**config.mk**
```make
export PLATFORM = sky130hd
export DESIGN_NAME = itaf_ctrl
export DESIGN_NICKNAME = d
export VERILOG_FILES = /design/src/hw/rtl/itaf_pkg.sv /design/src/hw/rtl/itaf_ctrl.sv
export SDC_FILE = /design/constraint.sdc
export NUM_CORES = 1
export LEC_CHECK = 0
export BUFFER_PORTS_ARGS = -buffer_cell sky130_fd_sc_hd__buf_2
export CORE_AREA = 2 2 39 41
export CTS_BUF_LIST = sky130_fd_sc_hd__clkbuf_4 sky130_fd_sc_hd__clkbuf_8
export DETAILED_ROUTE_END_ITERATION = 10
export DIE_AREA = 0 0 41 43
export RECOVER_POWER = 100
export SLEW_MARGIN = 25
export SYNTH_ARGS = -nofsm -noshare
export SYNTH_HDL_FRONTEND = slang
export SYNTH_SLANG_ARGS = --single-unit
```
**constraint.sdc**
```tcl
create_clock -name i_clk -period 4.2 [get_ports i_clk]
set_clock_uncertainty 0.15 [all_clocks]
set_input_delay 0.42 -clock i_clk [delete_from_list [all_inputs] [get_ports i_clk]]
set_output_delay 0.42 -clock i_clk [all_outputs]
set_load 0.005 [all_outputs]
```
**src/hw/rtl/itaf_pkg.sv**
```systemverilog
package itaf_pkg;

    // Mode codes of an input word.
    localparam logic [2:0] MODE_SDEC = 3'd0;
    localparam logic [2:0] MODE_UDEC = 3'd1;
    localparam logic [2:0] MODE_HEXL = 3'd2;
    localparam logic [2:0] MODE_HEXU = 3'd3;
    localparam logic [2:0] MODE_PTR  = 3'd4;

    // Most digits one value can produce (pointer mode, 64 bits of hex).
    localparam int DIGIT_MAX = 16;
    localparam int CNT_W     = $clog2(DIGIT_MAX + 1);

    // Reciprocal of ten for a 32-bit dividend: q = (x * RECIP10) >> 35.
    localparam logic [31:0] RECIP10 = 32'hCCCC_CCCD;

    // ASCII codes used outside the digit table.
    localparam logic [7:0] CHAR_MINUS = 8'h2D;
    localparam logic [7:0] CHAR_ZERO  = 8'h30;
    localparam logic [7:0] CHAR_X     = 8'h78;

    // Character source select for the output register.
    typedef logic [1:0] t_char_sel;
    localparam t_char_sel CSEL_MINUS = 2'd0;
    localparam t_char_sel CSEL_ZERO  = 2'd1;
    localparam t_char_sel CSEL_X     = 2'd2;
    localparam t_char_sel CSEL_DIGIT = 2'd3;

    // Commands from the controller to the datapath.
    typedef struct packed {
        logic      load;
        logic      step;
        logic      emit;
        t_char_sel sel;
        logic      last;
    } t_dp_cmd;

    // Status from the datapath to the controller.
    typedef struct packed {
        logic conv_last;
        logic minus;
        logic prefix;
        logic one_left;
        logic out_free;
    } t_dp_stat;

    // Maps one digit to its ASCII character.
    function automatic logic [7:0] digit_char(input logic [3:0] digit, input logic upper);
        logic [7:0] base;
        base = upper ? 8'h37 : 8'h57;
        if (digit < 4'd10) begin
            return CHAR_ZERO + {4'b0000, digit};
        end
        return base + {4'b0000, digit};
    endfunction

endpackage

```
**src/hw/rtl/itaf_ctrl.sv**
```systemverilog
module itaf_ctrl (
    input  logic                i_clk,
    input  logic                i_rst_n,
    input  logic                i_valid,
    input  logic [2:0]          i_mode,
    output logic                o_ready,
    input  itaf_pkg::t_dp_stat  i_stat,
    output itaf_pkg::t_dp_cmd   o_cmd
);
    import itaf_pkg::*;

    localparam logic [2:0] ST_IDLE = 3'd0;
    localparam logic [2:0] ST_CONV = 3'd1;
    localparam logic [2:0] ST_SIGN = 3'd2;
    localparam logic [2:0] ST_PFX0 = 3'd3;
    localparam logic [2:0] ST_PFX1 = 3'd4;
    localparam logic [2:0] ST_DIG  = 3'd5;

    logic [2:0] r_state;
    logic [2:0] n_state;
    logic       w_mode_ok;

    assign w_mode_ok = (i_mode <= MODE_PTR);
    assign o_ready   = (r_state == ST_IDLE);

    // Sequencer: convert all digits, then emit sign or prefix and digits.
    always_comb begin
        n_state    = r_state;
        o_cmd      = '0;
        o_cmd.sel  = CSEL_DIGIT;
        unique case (r_state)
            ST_IDLE: begin
                // Words with an unused mode are taken and dropped.
                if (i_valid && w_mode_ok) begin
                    o_cmd.load = 1'b1;
                    n_state    = ST_CONV;
                end
            end
            ST_CONV: begin
                o_cmd.step = 1'b1;
                if (i_stat.conv_last) begin
                    if (i_stat.minus) begin
                        n_state = ST_SIGN;
                    end else if (i_stat.prefix) begin
                        n_state = ST_PFX0;
                    end else begin
                        n_state = ST_DIG;
                    end
                end
            end
            ST_SIGN: begin
                if (i_stat.out_free) begin
                    o_cmd.emit = 1'b1;
                    o_cmd.sel  = CSEL_MINUS;
                    n_state    = ST_DIG;
                end
            end
            ST_PFX0: begin
                if (i_stat.out_free) begin
                    o_cmd.emit = 1'b1;
                    o_cmd.sel  = CSEL_ZERO;
                    n_state    = ST_PFX1;
                end
            end
            ST_PFX1: begin
                if (i_stat.out_free) begin
                    o_cmd.emit = 1'b1;
                    o_cmd.sel  = CSEL_X;
                    n_state    = ST_DIG;
                end
            end
            ST_DIG: begin
                if (i_stat.out_free) begin
                    o_cmd.emit = 1'b1;
                    o_cmd.sel  = CSEL_DIGIT;
                    o_cmd.last = i_stat.one_left;
                    if (i_stat.one_left) begin
                        n_state = ST_IDLE;
                    end
                end
            end
            default: begin
                n_state = ST_IDLE;
            end
        endcase
    end

    always_ff @(posedge i_clk) begin
        if (!i_rst_n) begin
            r_state <= ST_IDLE;
        end else begin
            r_state <= n_state;
        end
    end

endmodule

```
==> flow_summary.toml, run 1 <==
[drt]
drt.antenna.violating_nets = 0
routedWlPerCell_um = 10.2
drcViolationCount = 0
drt-pass1-iter-count = 3
wl_um = 814
drtIter0Drc = 3
vias_per_cell = 4.99
vias = 399

[final_layout]
syn_to_final_growth_pct = 31.5
reg_top3 = "r_state x3"
fin_nets = 78
top_register = "r_state"
drive_above_1_share_pct = 28.1
num_antenna_cells = 0
largest_reg_flops = 3

[timing]
setup_viol = 0
fin_crit_sh_pct = 48.9
final.setup.tns_ns = 0
whs_ns = 0.293
rsz0062_at_grt = "no"
hold_viol = 0
period_needed_ns = 2.06
fmax_mhz = 487
drv_slew = 0
max_slew_margin_pct = 74.3
tightest_slew_ns = 0.385

[place]
place_congestion = 0.749
portBuffers = 17
dp_hpwl_um = 681

[synth]
syn_inst = 46
yosysUniqueCellTypes = 27
synth_seq_area_share_pct = 17.8
syn_area_um2 = 338
async_reset_ff_share_pct = 0
synth-seq-cells = 3
ys_warn_count = 0
syn_nets = 59
syn_area_per_cell_um2 = 7.34
synth-main-ff-cell = "dfxtp_1"
synth_edf_count = 0

[clock_tree]
postCtsHoldBufs = 0
cts_tree = "done"
htree_levels = 1
clock_sinks = 3
cts_resized = 0
cts-buffers-inserted = 3
clk_pin_slew_ns = 0.04
insertion_delay_ns = 0.23
cts-root-buf = "clkbuf_4"
clk_path_buf_depth = 2
cts_setup_buffers = 0

[worst_hold_path]
worstHoldStart = "i_rst_n"
hp-class = "primary input to flip-flop"

[die]
die_area_mm2 = 0.00176
pin_count = 18
coreArea_mm2 = 0.00138
start_util_pct = 24.4
die_y_um = 43
chipWidth_um = 41
row_count = 14

[critical_path]
cp-end-kind = "output pin"
cp_top_family = "flip-flops"
path_depth = 4
rr_endpoint = "r_state[2]"
worst-path-buf-inv = 2
crit_end = "o_cmd[3]"
r2r_slack_ns = 2.42
cpPeakStageDelay_ns = 0.54
path_cells = "inv_1 -> ha_1 -> and3_1 -> clkbuf_1"
cp_slowest_cell = "dfxtp_1"
critPathMaxFanout = 13
criticalPathCategory = "flip-flop to output pin"
crit_start = "r_state[1]"
critPathLaunchType = "flip-flop"
crit_arrival_ns = 1.49
r2r_start = "r_state[1]"
r2r_cells = 6
crit_required_ns = 3.63

[power]
worst_ir_drop_vdd_mv = 0.177
p_leak_uw = 0.000203
total_power_uw = 129
p_per_area_mw_per_mm2 = 290

[global_routing]
gr-total-overflow = 0
grt_use_total_pct = 11.0
grt_pass1_vias = 326
grt_start_max_net_pins = 14
grt_pass1_wl_um = 1320
antenna_found_initial = 0

[run_status]
status = "complete, no violations"

[flow_run]
cap_violations = 0
-- kinds of logic after synthesis --
logic type	after synthesis	share of synthesized area [%]
AOI/OAI and AO/OA	13	25.9
xor gates and xnor gates	1	2.59
adders and majority gates	2	7.41
buffers and inverters	6	10.4
DFF	3	17.8
and+or+nand+nor	21	35.9
-- worst min path at each step --
stage | to | slack, ns | cells after the start
2_1_floorplan | r_state[0] | 0.42 | 1
3_3_place_gp | r_state[2] | 0.53 | 2
3_5_place_dp | r_state[2] | 0.53 | 2
4_1_cts | r_state[2] | 0.29 | 2
5_1_grt | r_state[2] | 0.31 | 2
6_report | r_state[2] | 0.29 | 2
-- metrics by stage --
step           cell area (um^2)  worst slack (ns)  utilization, %  instances
3_3_place_gp                419              2.36            30.3         76
3_5_place_dp                419              2.35            30.3         76
5_1_grt                     444              2.03            32.1         80
4_1_cts                     449              2.13            32.5         80
2_1_floorplan               338              2.58               -         46
6_report                    444              2.14            32.1         80
-- synth_stat cells, types with 2 or more instances --
cell      instances  share of area [%]
nand2_1           4                4.4
nor2b_1           3                5.6
and3_1            4                7.4
nand2b_1          2                3.7
nor3_1            2                3.0
nor2_1            2                2.2
inv_1             3                3.3
a21oi_1           2                3.0
ha_1              2                7.4
o21ai_0           3                4.4
dfxtp_1           3                 18
-- metal layers --
layer	routed length [um]	vias up	track usage, %
met1	352	184	13.8
li1	-	203	-
met3	59	0	5.24
met2	403	12	16.9
met4	0	0	2.00
met5	0	-	0
-- power by group --
group          switching (uW)  internal [uW]  leakage (uW)  total (uW)
registers                6.19           31.1     0.0000245        37.3
logic                    16.8           19.0      0.000160        35.7
clock network            13.7           41.9     0.0000184        55.7
total                    36.7           92.0      0.000203         129
-- cell type report --
| cell class | instances | area, um^2 |
|---|---|---|
| inverters | 3 | 11.3 |
| flip-flops and latches | 3 | 60.1 |
| clock buffers | 4 | 30.0 |
| repair buffers | 17 | 80.1 |
| well taps | 16 | 20.0 |
| fillers | 157 | 940 |
| multi-input cells | 37 | 243 |
-- layout by cell type (no fill, tap or decap), types with 2 or more instances in the layout --
master    count
ha_1          2
clkbuf_2      2
buf_2        11
o21ai_0       3
and3_1        4
inv_1         3
clkbuf_4      4
nor3_1        2
nor2_1        2
a21oi_1       2
nor2b_1       3
clkbuf_1      4
dfxtp_1       3
nand2b_1      2
nand2_1       4
No activity file was read; power rests on OpenSTA's default activity.
==> inputs of run 2 (changes only) <==
==> constraint.sdc (replaced) <==
create_clock -name i_clk -period 1.8 [get_ports i_clk]
set_clock_uncertainty 0.15 [all_clocks]
set_input_delay 0.18 -clock i_clk [delete_from_list [all_inputs] [get_ports i_clk]]
set_output_delay 0.18 -clock i_clk [all_outputs]
set_load 0.005 [all_outputs]
==> run 2 against run 1 <==
- sequential cell count stayed put
- count of clock-buffer cells in the layout unchanged
- sequential share of layout area fell by 0.51 points
- wire length is 2.9% higher
- register-to-register slack lost 2.2 ns
- global-route usage increased by 0.70 points
- clock power is 150% higher
- total power grew 140%
- utilization up 1.3 points
- worst hold slack got worse by 0.25 ns
- worst setup slack worse by 2.0 ns
- sequential power up 120%
==> flow_summary.toml, run 2 (synthesis gave the netlist of run 1 again) <==
[critical_path]
worst-path-buf-inv = 2
r2r_cells = 6
critPathMaxFanout = 10
crit_end = "o_cmd[2]"
path_depth = 4
path_cells = "buf_4 -> or3b_4 -> nand3b_1 -> buf_2"
crit_required_ns = 1.47
r2r_start = "r_state[1]"
criticalPathCategory = "flip-flop to output pin"
r2r_slack_ns = 0.23
cp_top_family = "simple AND/OR/NAND/NOR gates"
cp-end-kind = "output pin"
cpPeakStageDelay_ns = 0.42
crit_start = "r_state[2]"
critPathLaunchType = "flip-flop"
crit_arrival_ns = 1.35
rr_endpoint = "r_state[2]"
cp_slowest_cell = "or3b_4"

[clock_tree]
clk_pin_slew_ns = 0.04
cts_setup_buffers = 0
clock_sinks = 3
clk_path_buf_depth = 2
cts_tree = "done"
htree_levels = 1
cts-root-buf = "clkbuf_4"
cts-buffers-inserted = 3
insertion_delay_ns = 0.24

[place]
portBuffers = 17
place_congestion = 0.811
dp_hpwl_um = 665
dpl_worst_slack_ns = 0.274

[global_routing]
gr-total-overflow = 0
grt_use_total_pct = 11.7
grt_pass1_vias = 348
antenna_found_initial = 0
grt_pass1_wl_um = 1400
grt_start_max_net_pins = 13

[final_layout]
num_antenna_cells = 0
drive_above_1_share_pct = 31.8
num-fill-cells = 163
top_register = "r_state"
syn_to_final_growth_pct = 36.7
multiInputGateArea_um2 = 245
largest_reg_flops = 3
final_cell_mix = "buf_2, and3_1, o21ai_0, nand2_1, clkbuf_4"
reg_top3 = "r_state x3"
seqCellArea_um2 = 60.1
final_common_cell = "buf_2"
fin_nets = 80

[timing]
hold_viol = 0
drv_slew = 0
fmax_mhz = 597
whs_ns = 0.0451
tightest_slew_ns = 0.373
fin_ws_ns = 0.125
final.setup.tns_ns = 0
setup_viol = 0
fin_crit_sh_pct = 93.1
max_slew_margin_pct = 74.8
period_needed_ns = 1.68
rsz0062_at_grt = "no"

[drt]
vias_per_cell = 4.74
drt-pass1-iter-count = 4
routedWlPerCell_um = 10.2
drtIter0Drc = 6
wl_um = 838
drcViolationCount = 0
drt.antenna.violating_nets = 0
vias = 389

[power]
p_per_area_mw_per_mm2 = 675
p_leak_uw = 0.000216
worst_ir_drop_vdd_mv = 0.451

[die]
coreArea_mm2 = 0.00138
die_y_um = 43
die_area_mm2 = 0.00176
pin_count = 18
start_util_pct = 24.4
row_count = 14
chipWidth_um = 41

[worst_hold_path]
hp-class = "primary input to flip-flop"

[flow_run]
cap_violations = 0

[run_status]
status = "complete, no violations"
-- run 2: final cells by class --
type | instances | share of cell area (%)
clock buffer | 4 | 6.50
inverter | 3 | 2.44
tap | 16 | 4.34
timing repair buffer | 19 | 20.6
multi-input combinational | 37 | 53.1
sequential | 3 | 13.0
-- run 2: worst min path at each step --
stage | startpoint | endpoint | slack [ns] | depth (start not counted)
6_report | i_rst_n | r_state[2] | 0.05 | 2
5_1_grt | i_rst_n | r_state[0] | 0.07 | 2
4_1_cts | i_rst_n | r_state[2] | 0.04 | 2
3_5_place_dp | i_rst_n | r_state[2] | 0.29 | 2
3_3_place_gp | i_rst_n | r_state[2] | 0.29 | 2
2_1_floorplan | i_rst_n | r_state[0] | 0.18 | 1
-- run 2: power by group --
group	internal [uW]	switching [uW]	total [uW]
Sequential	72.4	9.87	82.2
Clock	98.4	39.9	138
Combinational	46.7	44.5	91.2
Total	217	94.2	312
-- run 2: stage by stage --
step / power [uW] / cell area [um^2] / utilization (%) / std cells
finish: 312 / 462 / 33.4 / 82
detailed placement: 177 / 434 / 31.4 / 78
CTS: 319 / 464 / 33.5 / 82
global route: 338 / 462 / 33.4 / 82
floorplan: 142 / 338 / - / 46
global placement: 177 / 434 / 31.4 / 78
-- run 2: per-layer routing --
| layer | up-vias | global-route usage [%] | wire [um] |
|---|---|---|---|
| met5 | - | 0 | 0 |
| met4 | 0 | 2.00 | 0 |
| met3 | 0 | 6.28 | 60 |
| met2 | 10 | 17.2 | 404 |
| met1 | 175 | 15.1 | 373 |
| li1 | 204 | - | - |
-- run 2: what timing repair did --
action,CTS,global route
endpoints found under the setup margin,0,1
hold buffers,0,0
gates resized for setup,0,1
==> inputs of run 3 (changes only) <==
--- a/config.mk
+++ b/config.mk
@@ -6,12 +6,17 @@
 export NUM_CORES = 1
 export LEC_CHECK = 0
 export BUFFER_PORTS_ARGS = -buffer_cell sky130_fd_sc_hd__buf_2
+export CELL_PAD_IN_SITES_DETAIL_PLACEMENT = 0
+export CELL_PAD_IN_SITES_GLOBAL_PLACEMENT = 1
 export CORE_AREA = 2 2 39 41
 export CTS_BUF_LIST = sky130_fd_sc_hd__clkbuf_4 sky130_fd_sc_hd__clkbuf_8
 export DETAILED_ROUTE_END_ITERATION = 10
 export DIE_AREA = 0 0 41 43
+export GPL_TIMING_DRIVEN = 0
+export PLACE_DENSITY_LB_ADDON = 0.1
 export RECOVER_POWER = 100
 export SLEW_MARGIN = 25
 export SYNTH_ARGS = -nofsm -noshare
 export SYNTH_HDL_FRONTEND = slang
 export SYNTH_SLANG_ARGS = --single-unit
+export TNS_END_PERCENT = 100
==> run 3 against run 2 <==
- via count is 7.5% higher
- wire length is 21% higher
- worst hold slack better by 0.011 ns
- sequential cell count stayed put
- cell count is 9.8% higher
- die area stayed put
- critical path type is now flip-flop to flip-flop
- final area is 20% higher
- global-route usage is 0.70 points higher
- non-clock buffer count is 8 higher
==> flow_summary.toml, run 3 (synthesis gave the netlist of run 1 again) <==
[drt]
wl_um = 1020
drt.antenna.violating_nets = 0
routedWlPerCell_um = 11.3
drcViolationCount = 0
drtIter0Drc = 3
vias_per_cell = 4.64
vias = 418
drt-pass1-iter-count = 2

[clock_tree]
cts-root-buf = "clkbuf_4"
cts-buffers-inserted = 3
clk_pin_slew_ns = 0.03
postCtsHoldBufs = 0
clk_path_buf_depth = 2
clock_sinks = 3
cts_tree = "done"
htree_levels = 1
insertion_delay_ns = 0.23

[worst_hold_path]
hp-class = "primary input to flip-flop"

[global_routing]
grt_start_max_net_pins = 11
grt_pass1_wl_um = 1520
grt_use_total_pct = 12.4
antenna_found_initial = 0
grt_pass1_vias = 376
gr-total-overflow = 0

[critical_path]
crit_required_ns = 1.77
cp_slowest_cell = "dfxtp_2"
path_cells = "buf_6 -> inv_1 -> ha_1 -> nor4bb_4 -> o41ai_2 -> nand2_1 -> and3_1"
cp-end-kind = "flip-flop"
critPathLaunchType = "flip-flop"
cpPeakStageDelay_ns = 0.34
criticalPathCategory = "flip-flop to flip-flop"
crit_arrival_ns = 1.66
critPathMaxFanout = 5

[timing]
max_slew_margin_pct = 78.6
period_needed_ns = 1.69
tightest_slew_ns = 0.316
fmax_mhz = 592
fin_ws_ns = 0.110
setup_viol = 0
drv_slew = 0
whs_ns = 0.0561
fin_crit_sh_pct = 93.9
hold_viol = 0

[place]
dpl_worst_slack_ns = -0.0289
portBuffers = 17
place_congestion = 0.736
dp_hpwl_um = 713

[die]
chipWidth_um = 41
coreArea_mm2 = 0.00138
die_area_mm2 = 0.00176
pin_count = 18
die_y_um = 43
start_util_pct = 24.4
row_count = 14

[final_layout]
final_cell_mix = "buf_2, buf_4, and3_1, nand2_1, clkbuf_4"
num_antenna_cells = 0
final_common_cell = "buf_2"
drive_above_1_share_pct = 45.9
largest_reg_flops = 3
fin_nets = 88
top_register = "r_state"
num-fill-cells = 163
seqCellArea_um2 = 62.6
reg_top3 = "r_state x3"
syn_to_final_growth_pct = 64.1
multiInputGateArea_um2 = 265

[run_status]
status = "complete, no violations"

[power]
p_per_area_mw_per_mm2 = 598
worst_ir_drop_vdd_mv = 0.497
p_leak_uw = 0.000283

[flow_run]
cap_violations = 0
==> run 3: final cells by class <==
class / count / share of cell area, %
multi-input cells: 37 / 47.9
repair buffers: 24 / 24.4
clock buffers: 4 / 5.42
plain buffers: 3 / 5.42
flip-flops and latches: 3 / 11.3
well taps: 16 / 3.61
inverters: 3 / 2.03
==> run 3: worst max-delay path, delay by kind of cell (launching register included) <==
kind / cells / cell delay (ns)
and+or+nand+nor: 3 / 0.42
AOI/OAI and AO/OA: 1 / 0.27
DFF: 1 / 0.34
buffers and inverters: 2 / 0.16
adders and majority gates: 1 / 0.23
==> run 3: final timing paths <==
kind	start	end	slack, ns	cells after the start
setup / recovery	r_state[1]	r_state[2]	0.11	7
hold / removal	i_rst_n	r_state[2]	0.06	2
setup reg to reg	r_state[1]	r_state[2]	0.11	7
hold reg to reg	r_state[2]	r_state[1]	0.55	2
==> run 3: power by group <==
part,switching (uW),total [uW],internal (uW)
sequential,3.09,76.0,72.9
clock,33.1,131,97.9
combinational,58.6,124,65.7
total,94.8,331,237
==> run 3: stage by stage <==
| stage | total power [uW] | util, % | setup TNS [ns] | std cells | area (um^2) |
|---|---|---|---|---|---|
| 6_report | 331 | 40.1 | 0 | 90 | 554 |
| 5_1_grt | 363 | 40.1 | -0.00494 | 90 | 554 |
| 4_1_cts | 323 | 34.8 | 0 | 83 | 482 |
| 3_5_place_dp | 183 | 32.0 | -0.0289 | 79 | 443 |
| 3_3_place_gp | 184 | 32.0 | -0.0891 | 79 | 443 |
| 2_1_floorplan | 142 | - | 0 | 46 | 338 |
==> run 3: per-layer routing <==
layer / wire length, um / track usage (%) / part of all wire (%)
met1: 415 / 14.1 / 41
met2: 501 / 20.0 / 49
met3: 83 / 4.71 / 8.2
met4: 16 / 4.67 / 1.6
met5: 0 / 0 / 0
==> run 3: timing repair <==
item                       CTS  global route
pin swaps                    0             1
gates cloned                 0             0
gates resized for setup      2             5
buffers inserted             0             7
hold endpoints to repair     0             0
setup endpoints to repair    2             3
